### src/sv/isort_pkg.sv
`timescale 1ns / 1ps
// Shared types for the insertion sorter.
// No dependencies.
package isort_pkg;

	typedef logic signed [31:0] word_t;

	typedef struct packed {
		logic ins;
		logic shl;
	} cell_ctl_t;

	typedef enum logic [1:0] {
		ST_FILL  = 2'b01,
		ST_DRAIN = 2'b10
	} state_t;

endpackage

### src/sv/isort_if.sv
`timescale 1ns / 1ps
// Valid/ready channels for the insertion sorter input and output words.
// Depends on isort_pkg.
interface isort_in_if;
	logic               valid;
	logic               ready;
	isort_pkg::word_t   value;
	logic               last;

	modport source (output valid, output value, output last, input ready);
	modport sink (input valid, input value, input last, output ready);
endinterface

interface isort_out_if;
	logic               valid;
	logic               ready;
	isort_pkg::word_t   sorted_value;
	logic               final_res;
	logic               overflow;

	modport source (output valid, output sorted_value, output final_res, output overflow,
		input ready);
	modport sink (input valid, input sorted_value, input final_res, input overflow,
		output ready);
endinterface

### src/sv/insertion_sorter.sv
`timescale 1ns / 1ps
// Insertion sorter: one input word per cycle while filling; a systolic row of cells
// inserts each value in sorted order. On the word marked last, input stalls and the
// set drains from cell 0, one result per cycle unless out.ready holds it; each result
// is registered in the output word register. Input is ready again the cycle after
// the final result is loaded. Reset (arst_n low) empties every cell and clears count
// and overflow. Depends on isort_pkg, isort_if, isort_cell.
module insertion_sorter #(
	parameter int CAPACITY = 32
) (
	input  logic  clk,
	input  logic  arst_n,
	isort_in_if.sink    in,
	isort_out_if.source out
);
	import isort_pkg::*;

	localparam int CW = $clog2(CAPACITY + 1);

	state_t        state_q;
	logic [CW-1:0] count_q;
	logic          flag_q;
	logic          out_valid_q;
	word_t         out_value_q;
	logic          out_final_q;
	logic          out_ovf_q;

	logic          accept;
	logic          full;
	logic          load;
	cell_ctl_t     ctl;

	word_t cell_value [CAPACITY];
	logic  cell_valid [CAPACITY];
	logic  cell_gt    [CAPACITY];

	assign full     = (count_q == CW'(CAPACITY));
	assign in.ready = (state_q == ST_FILL);
	assign accept   = in.valid && in.ready;
	assign load     = (state_q == ST_DRAIN) && (!out_valid_q || out.ready);
	assign ctl.ins  = accept && !full;
	assign ctl.shl  = load;

	for (genvar i = 0; i < CAPACITY; i++) begin : g_cell
		word_t prev_value;
		logic  prev_gt;
		logic  prev_valid;
		word_t next_value;
		logic  next_valid;

		if (i == 0) begin : g_head
			assign prev_value = in.value;
			assign prev_gt    = 1'b0;
			assign prev_valid = 1'b1;
		end else begin : g_body
			assign prev_value = cell_value[i-1];
			assign prev_gt    = cell_gt[i-1];
			assign prev_valid = cell_valid[i-1];
		end

		if (i == CAPACITY - 1) begin : g_tail
			assign next_value = cell_value[i];
			assign next_valid = 1'b0;
		end else begin : g_mid
			assign next_value = cell_value[i+1];
			assign next_valid = cell_valid[i+1];
		end

		isort_cell u_cell (
			.clk        (clk),
			.arst_n     (arst_n),
			.ctl        (ctl),
			.ins_value  (in.value),
			.prev_value (prev_value),
			.prev_gt    (prev_gt),
			.prev_valid (prev_valid),
			.next_value (next_value),
			.next_valid (next_valid),
			.value      (cell_value[i]),
			.valid      (cell_valid[i]),
			.gt         (cell_gt[i])
		);
	end

	always_ff @(posedge clk or negedge arst_n) begin
		if (!arst_n) begin
			state_q <= ST_FILL;
			count_q <= '0;
			flag_q  <= 1'b0;
		end else begin
			unique case (state_q)
				ST_FILL: begin
					if (accept) begin
						if (full) begin
							flag_q <= 1'b1;
						end else begin
							count_q <= count_q + CW'(1);
						end
						if (in.last) begin
							state_q <= ST_DRAIN;
						end
					end
				end
				ST_DRAIN: begin
					if (load) begin
						count_q <= count_q - CW'(1);
						if (count_q == CW'(1)) begin
							flag_q  <= 1'b0;
							state_q <= ST_FILL;
						end
					end
				end
				default: begin
					state_q <= ST_FILL;
				end
			endcase
		end
	end

	// output word register
	always_ff @(posedge clk or negedge arst_n) begin
		if (!arst_n) begin
			out_valid_q <= 1'b0;
		end else if (load) begin
			out_valid_q <= 1'b1;
		end else if (out.ready) begin
			out_valid_q <= 1'b0;
		end
	end

	always_ff @(posedge clk) begin
		if (load) begin
			out_value_q <= cell_value[0];
			out_final_q <= (count_q == CW'(1));
			out_ovf_q   <= flag_q;
		end
	end

	assign out.valid        = out_valid_q;
	assign out.sorted_value = out_value_q;
	assign out.final_res    = out_final_q;
	assign out.overflow     = out_ovf_q;

	a_count_range: assert property (@(posedge clk) disable iff (!arst_n)
		count_q <= CW'(CAPACITY))
		else $error("held count above capacity");

	a_head_valid: assert property (@(posedge clk) disable iff (!arst_n)
		cell_valid[0] == (count_q != '0))
		else $error("cell 0 occupancy disagrees with count");

	a_drain_end: assert property (@(posedge clk) disable iff (!arst_n)
		(load && count_q == CW'(1)) |=> (in.ready && count_q == '0 && !flag_q))
		else $error("set not cleared after final word");

	a_no_empty_drain: assert property (@(posedge clk) disable iff (!arst_n)
		(state_q == ST_DRAIN) |-> (count_q != '0))
		else $error("drain with empty store");

endmodule

### src/sv/isort_cell.sv
`timescale 1ns / 1ps
// One slot of the sorting chain: holds one value, inserts or shifts toward cell 0.
// Depends on isort_pkg.
module isort_cell (
	input  logic                 clk,
	input  logic                 arst_n,
	input  isort_pkg::cell_ctl_t ctl,
	input  isort_pkg::word_t     ins_value,
	input  isort_pkg::word_t     prev_value,
	input  logic                 prev_gt,
	input  logic                 prev_valid,
	input  isort_pkg::word_t     next_value,
	input  logic                 next_valid,
	output isort_pkg::word_t     value,
	output logic                 valid,
	output logic                 gt
);
	import isort_pkg::*;

	word_t value_q;
	logic  valid_q;

	assign gt    = valid_q && (value_q > ins_value);
	assign value = value_q;
	assign valid = valid_q;

	always_ff @(posedge clk or negedge arst_n) begin
		if (!arst_n) begin
			valid_q <= 1'b0;
		end else if (ctl.shl) begin
			valid_q <= next_valid;
		end else if (ctl.ins && !valid_q && prev_valid) begin
			valid_q <= 1'b1;
		end
	end

	always_ff @(posedge clk) begin
		if (ctl.shl) begin
			value_q <= next_value;
		end else if (ctl.ins) begin
			if (gt) begin
				value_q <= prev_gt ? prev_value : ins_value;
			end else if (!valid_q && prev_valid) begin
				// first empty slot takes the shifted word, or the new value if none shifts, when the row moves up
				value_q <= prev_gt ? prev_value : ins_value;
			end
		end
	end

endmodule
### src/flat_wrapper.sv
// flat-port wrapper written by rule: the top's interface ports become plain ports
module insertion_sorter_flat import isort_pkg::*;
#(
	parameter int CAPACITY = 32
)
  (clk, arst_n, in_valid, in_value, in_last, in_ready, out_valid, out_sorted_value, out_final_res, out_overflow, out_ready);
  isort_in_if in_i ();
  isort_out_if out_i ();
  input  logic clk;
  input  logic arst_n;
  input wire logic [$bits(in_i.valid)-1:0] in_valid;
  input wire logic [$bits(in_i.value)-1:0] in_value;
  input wire logic [$bits(in_i.last)-1:0] in_last;
  output wire logic [$bits(in_i.ready)-1:0] in_ready;
  output wire logic [$bits(out_i.valid)-1:0] out_valid;
  output wire logic [$bits(out_i.sorted_value)-1:0] out_sorted_value;
  output wire logic [$bits(out_i.final_res)-1:0] out_final_res;
  output wire logic [$bits(out_i.overflow)-1:0] out_overflow;
  input wire logic [$bits(out_i.ready)-1:0] out_ready;
  assign in_i.valid = in_valid;
  assign in_i.value = in_value;
  assign in_i.last = in_last;
  assign in_ready = in_i.ready;
  assign out_valid = out_i.valid;
  assign out_sorted_value = out_i.sorted_value;
  assign out_final_res = out_i.final_res;
  assign out_overflow = out_i.overflow;
  assign out_i.ready = out_ready;
  insertion_sorter #(.CAPACITY(CAPACITY)) u_core (.clk(clk), .arst_n(arst_n), .in(in_i), .out(out_i));
endmodule
### config.mk
export PLATFORM = sky130hd
export DESIGN_NAME = insertion_sorter_flat
export DESIGN_NICKNAME = d
export VERILOG_FILES = /design/src/sv/isort_pkg.sv /design/src/sv/isort_if.sv /design/src/sv/insertion_sorter.sv /design/src/sv/isort_cell.sv /design/src/flat_wrapper.sv
export SDC_FILE = /design/constraint.sdc
export NUM_CORES = 2
export LEC_CHECK = 0
export BUFFER_PORTS_ARGS = -buffer_cell sky130_fd_sc_hd__buf_2
export CAP_MARGIN = 5
export CORE_ASPECT_RATIO = 1.75
export CORE_UTILIZATION = 32
export DETAILED_ROUTE_END_ITERATION = 7
export PLACE_DENSITY = 0.44
export SKIP_CTS_REPAIR_TIMING = 1
export SLEW_MARGIN = 20
export SYNTH_ARGS = -nofsm -noshare
export SYNTH_HDL_FRONTEND = slang
export SYNTH_SLANG_ARGS = --single-unit
export TNS_END_PERCENT = 20
### constraint.sdc
create_clock -name clk -period 4.8 [get_ports clk]
set_clock_uncertainty 0.1 [all_clocks]
set_input_delay 0.24 -clock clk [delete_from_list [all_inputs] [get_ports clk]]
set_output_delay 0.24 -clock clk [all_outputs]
set_load 0.01 [all_outputs]
==> results.sh <==
export IMPL_synth_seq_cells=1100
export IMPL_grt_max_degree=205
export IMPL_power_leakage_nw=35.4
export IMPL_hp_start="in_value[0]"
export IMPL_hpwl_um=262000
export IMPL_finalSetupViolations=0
export IMPL_dieArea_um2=246000
export IMPL_yosysSeqAreaShare=0.421
export IMPL_netlist_area_um2=78000
export IMPL_drv_cap=0
export IMPL_power_mw=70.8
export IMPL_worstHoldEndpoint="u_core.g_cell[24].u_cell.value[0]$_DFFE_PP_"
export IMPL_drc=0
export IMPL_rr_worst_depth=9
export IMPL_start_util=0.322
export IMPL_worstSetupEndpointType="flop"
export IMPL_die_width_um=375
export IMPL_syn_nets=8672
export IMPL_vias_per_cell=5.88
export IMPL_yosys_warnings=0
export IMPL_first_iter_violations=4840
export IMPL_fmax_mhz=248
export IMPL_final_util=0.362
export IMPL_fill_cells=24400
export IMPL_clk_pin_slew_worst_paths_ns=0.07
export IMPL_die_h_um=655
export IMPL_wl_per_cell_um=32.1
export IMPL_outcome="finished, violations left"
export IMPL_hold_depth=3
export IMPL_core_um2=242000
export IMPL_critPathMaxFanout=22
export IMPL_start_kind="flop"
export IMPL_routabilityCongestion=0.921
export IMPL_r2r_end="u_core.g_cell[24].u_cell.value[7]$_DFFE_PP_"
export IMPL_track_usage=0.280
export IMPL_dpl_cell_count=10700
export IMPL_grt_pass1_wl_um=490000
export IMPL_core_rowCount=239
export IMPL_worstSetupPathType="flop to flop"
export IMPL_tritoncts="done"
export IMPL_clk_path_buf_depth=3
export IMPL_async_flop_share=0.0382
export IMPL_grt_pass1_vias=65800
export IMPL_cts_buffers=120
export IMPL_violations="negative hold slack"
export IMPL_clk_root_buffer_cell="clkbuf_16"
export IMPL_pin_count=73
export IMPL_r2r_start="u_core.g_cell[23].u_cell.value[31]$_DFFE_PP_"
export IMPL_rsz0062_at_grt="no"
export IMPL_layout_nets=8737
export IMPL_final_cells=10900
export IMPL_antenna_found_initial=14
export IMPL_max_slew_margin=0.264
export IMPL_wirelength_um=351000
export IMPL_syn2layout_area_growth_pct=12.4
export IMPL_hold_worst_slack_ns=-0.0154
export IMPL_hold_path_class="input port to flop"
export IMPL_synth_cell_type_count=69
export IMPL_via_count=64200
export IMPL_critPathRequiredTime_ns=5.18
export IMPL_finalMaxSlewViolations=0
export IMPL_htreeDepth=3
export IMPL_overflow=0
export IMPL_port_buffers=72
export IMPL_drive_gt1_frac=0.0936
export IMPL_clock_latency_ns=0.80
export IMPL_cts_sinks=1100
export IMPL_powerDensity_nw_per_um2=808
export IMPL_syn_area_per_cell_um2=10.3
export IMPL_detail_route_antenna_nets=0
export IMPL_hold_viol_final=1
export IMPL_synth_flop_cell="edfxtp_1"
export IMPL_period_share=0.840
export IMPL_synthCells=7605
export IMPL_setup_tns_ns=0
export IMPL_arrival_ns=4.41
export IMPL_vdd_ir_drop_worst_mv=0.448
export IMPL_fin_crit_ns=4.03
export IMPL_dr_pass1_iters=6
export IMPL_tightest_slew_ns=1.10
export IMPL_synth_edf_count=1058
export IMPL_r2r_setup_slack_ns=0.77
-- cells in the final DEF, fill, tap and decap left out, types with 70 or more instances in the layout --
| cell type | n |
|---|---|
| nand2_1 | 1163 |
| edfxtp_1 | 1058 |
| ha_1 | 1030 |
| o21ai_0 | 850 |
| mux2i_1 | 770 |
| a21oi_1 | 487 |
| buf_4 | 275 |
| nand3_1 | 238 |
| nand4_1 | 182 |
| o211ai_1 | 150 |
| a21o_1 | 144 |
| nor2_1 | 131 |
| clkbuf_16 | 123 |
| inv_1 | 115 |
| a31oi_1 | 102 |
| a211oi_1 | 80 |
| and4_1 | 78 |
| buf_2 | 70 |
-- critical path, cell delays in order, from the launching register on --
cell and delay (ns):
edfxtp_1 0.50, ha_1 0.41, nand4_1 0.19, or4_1 0.61, a211oi_1 0.36, nor4_1 0.16
nor2_4 0.70, buf_4 0.37, mux2i_1 0.21, o21ai_0 0.10
-- worst max-delay path by stage --
stage,startpoint,depth (start not counted),to,slack [ns]
CTS,u_core.g_cell[23].u_cell.value[31]$_DFFE_PP_,9,u_core.g_cell[24].u_cell.value[7]$_DFFE_PP_,0.79
floorplan,in_value[29],10,u_core.g_cell[25].u_cell.value[0]$_DFFE_PP_,-0.77
detailed placement,in_value[10],14,u_core.g_cell[10].u_cell.value[9]$_DFFE_PP_,0.37
global placement,in_value[10],14,u_core.g_cell[10].u_cell.value[6]$_DFFE_PP_,0.42
global route,u_core.g_cell[23].u_cell.value[31]$_DFFE_PP_,9,u_core.g_cell[24].u_cell.value[5]$_DFFE_PP_,0.59
finish,u_core.g_cell[23].u_cell.value[31]$_DFFE_PP_,9,u_core.g_cell[24].u_cell.value[7]$_DFFE_PP_,0.77
-- sequential cells by signal, indices dropped and copies added (netlist names) --
signal / count
u_core.out.final_res: 1
u_core.count_q: 6
u_core.out.valid: 1
u_core.out.sorted_value: 32
u_core.g_cell.u_cell.valid: 32
u_core.out.overflow: 1
u_core.g_cell.u_cell.value: 1024
u_core.state_q: 2
u_core.flag_q: 1
-- cell usage after synthesis (8+ instances only) --
cell      instances  share of area
nand2_1        1167          0.056
edfxtp_1       1058           0.41
ha_1           1030           0.17
o21ai_0         878          0.056
mux2i_1         773          0.099
a21oi_1         487          0.031
clkbuf_1        289          0.014
nand3_1         239          0.015
nand4_1         182          0.015
o211ai_1        150          0.014
inv_1           146         0.0070
nor2_1          145         0.0070
a21o_1          144          0.014
a31oi_1         102         0.0082
a211oi_1         80         0.0077
and4_1           78         0.0088
buf_4            51         0.0049
o21ai_1          50         0.0032
nor2b_1          49         0.0039
buf_1            45         0.0022
buf_6            44         0.0064
dfrtp_1          41          0.013
a221oi_1         32         0.0036
mux2_2           30         0.0043
a21boi_0         29         0.0028
nor4_1           29         0.0023
buf_2            27         0.0017
o31ai_1          26         0.0025
nand2b_1         24         0.0019
nor3_1           21         0.0013
or4_1            18         0.0017
and4bb_2         13         0.0021
o32a_1           13         0.0017
nor2_4            9         0.0013
o211a_1           9         0.0012
o311a_1           9         0.0012
o21a_1            8        0.00077
-- metal layers --
metal | vias to the layer above | wire, um | part of all wire | global-route usage
li1 | 29200 | - | - | -
met1 | 31800 | 122000 | 0.35 | 0.284
met2 | 2222 | 178000 | 0.51 | 0.500
met3 | 1038 | 15400 | 0.044 | 0.0344
met4 | 2 | 36200 | 0.10 | 0.253
met5 | - | 10 | 0.000028 | 0
-- layout make-up --
type | count | area [um2] | share of cell area
Clock buffer | 152 | 3250 | 0.0370
Timing Repair Buffer | 405 | 3570 | 0.0407
Tap cell | 3133 | 3920 | 0.0447
Multi-Input combinational cell | 5896 | 42700 | 0.487
Clock inverter | 74 | 787 | 0.00898
Antenna cell | 11 | 27.5 | 0.000314
Inverter | 147 | 559 | 0.00638
Sequential cell | 1100 | 32800 | 0.374
-- metrics by stage --
stage | cell area, um2 | hold slack [ns] | setup slack, ns
2_1_floorplan | 78000 | -0.156 | -0.769
3_3_place_gp | 83400 | 0.190 | 0.420
3_5_place_dp | 83500 | 0.176 | 0.371
4_1_cts | 87500 | -0.648 | 0.787
5_1_grt | 87600 | 0.00550 | 0.594
6_report | 87600 | -0.0154 | 0.768
-- kinds of logic after synthesis --
group | after synthesis | share of synthesized area
fa+ha+maj | 1030 | 0.165
xor+xnor | 7 | 0.000786
buf+inv | 609 | 0.0369
flops | 1100 | 0.421
mux | 809 | 0.105
compound gates | 2056 | 0.153
simple gates | 1994 | 0.118
-- where the power goes --
part / switching [mW] / leakage, nW / internal (mW)
Sequential: 6.71 / 10.3 / 19.4
Combinational: 21.0 / 23.2 / 13.7
Clock: 4.47 / 1.97 / 5.58
Power figures use the tool's default switching activity.
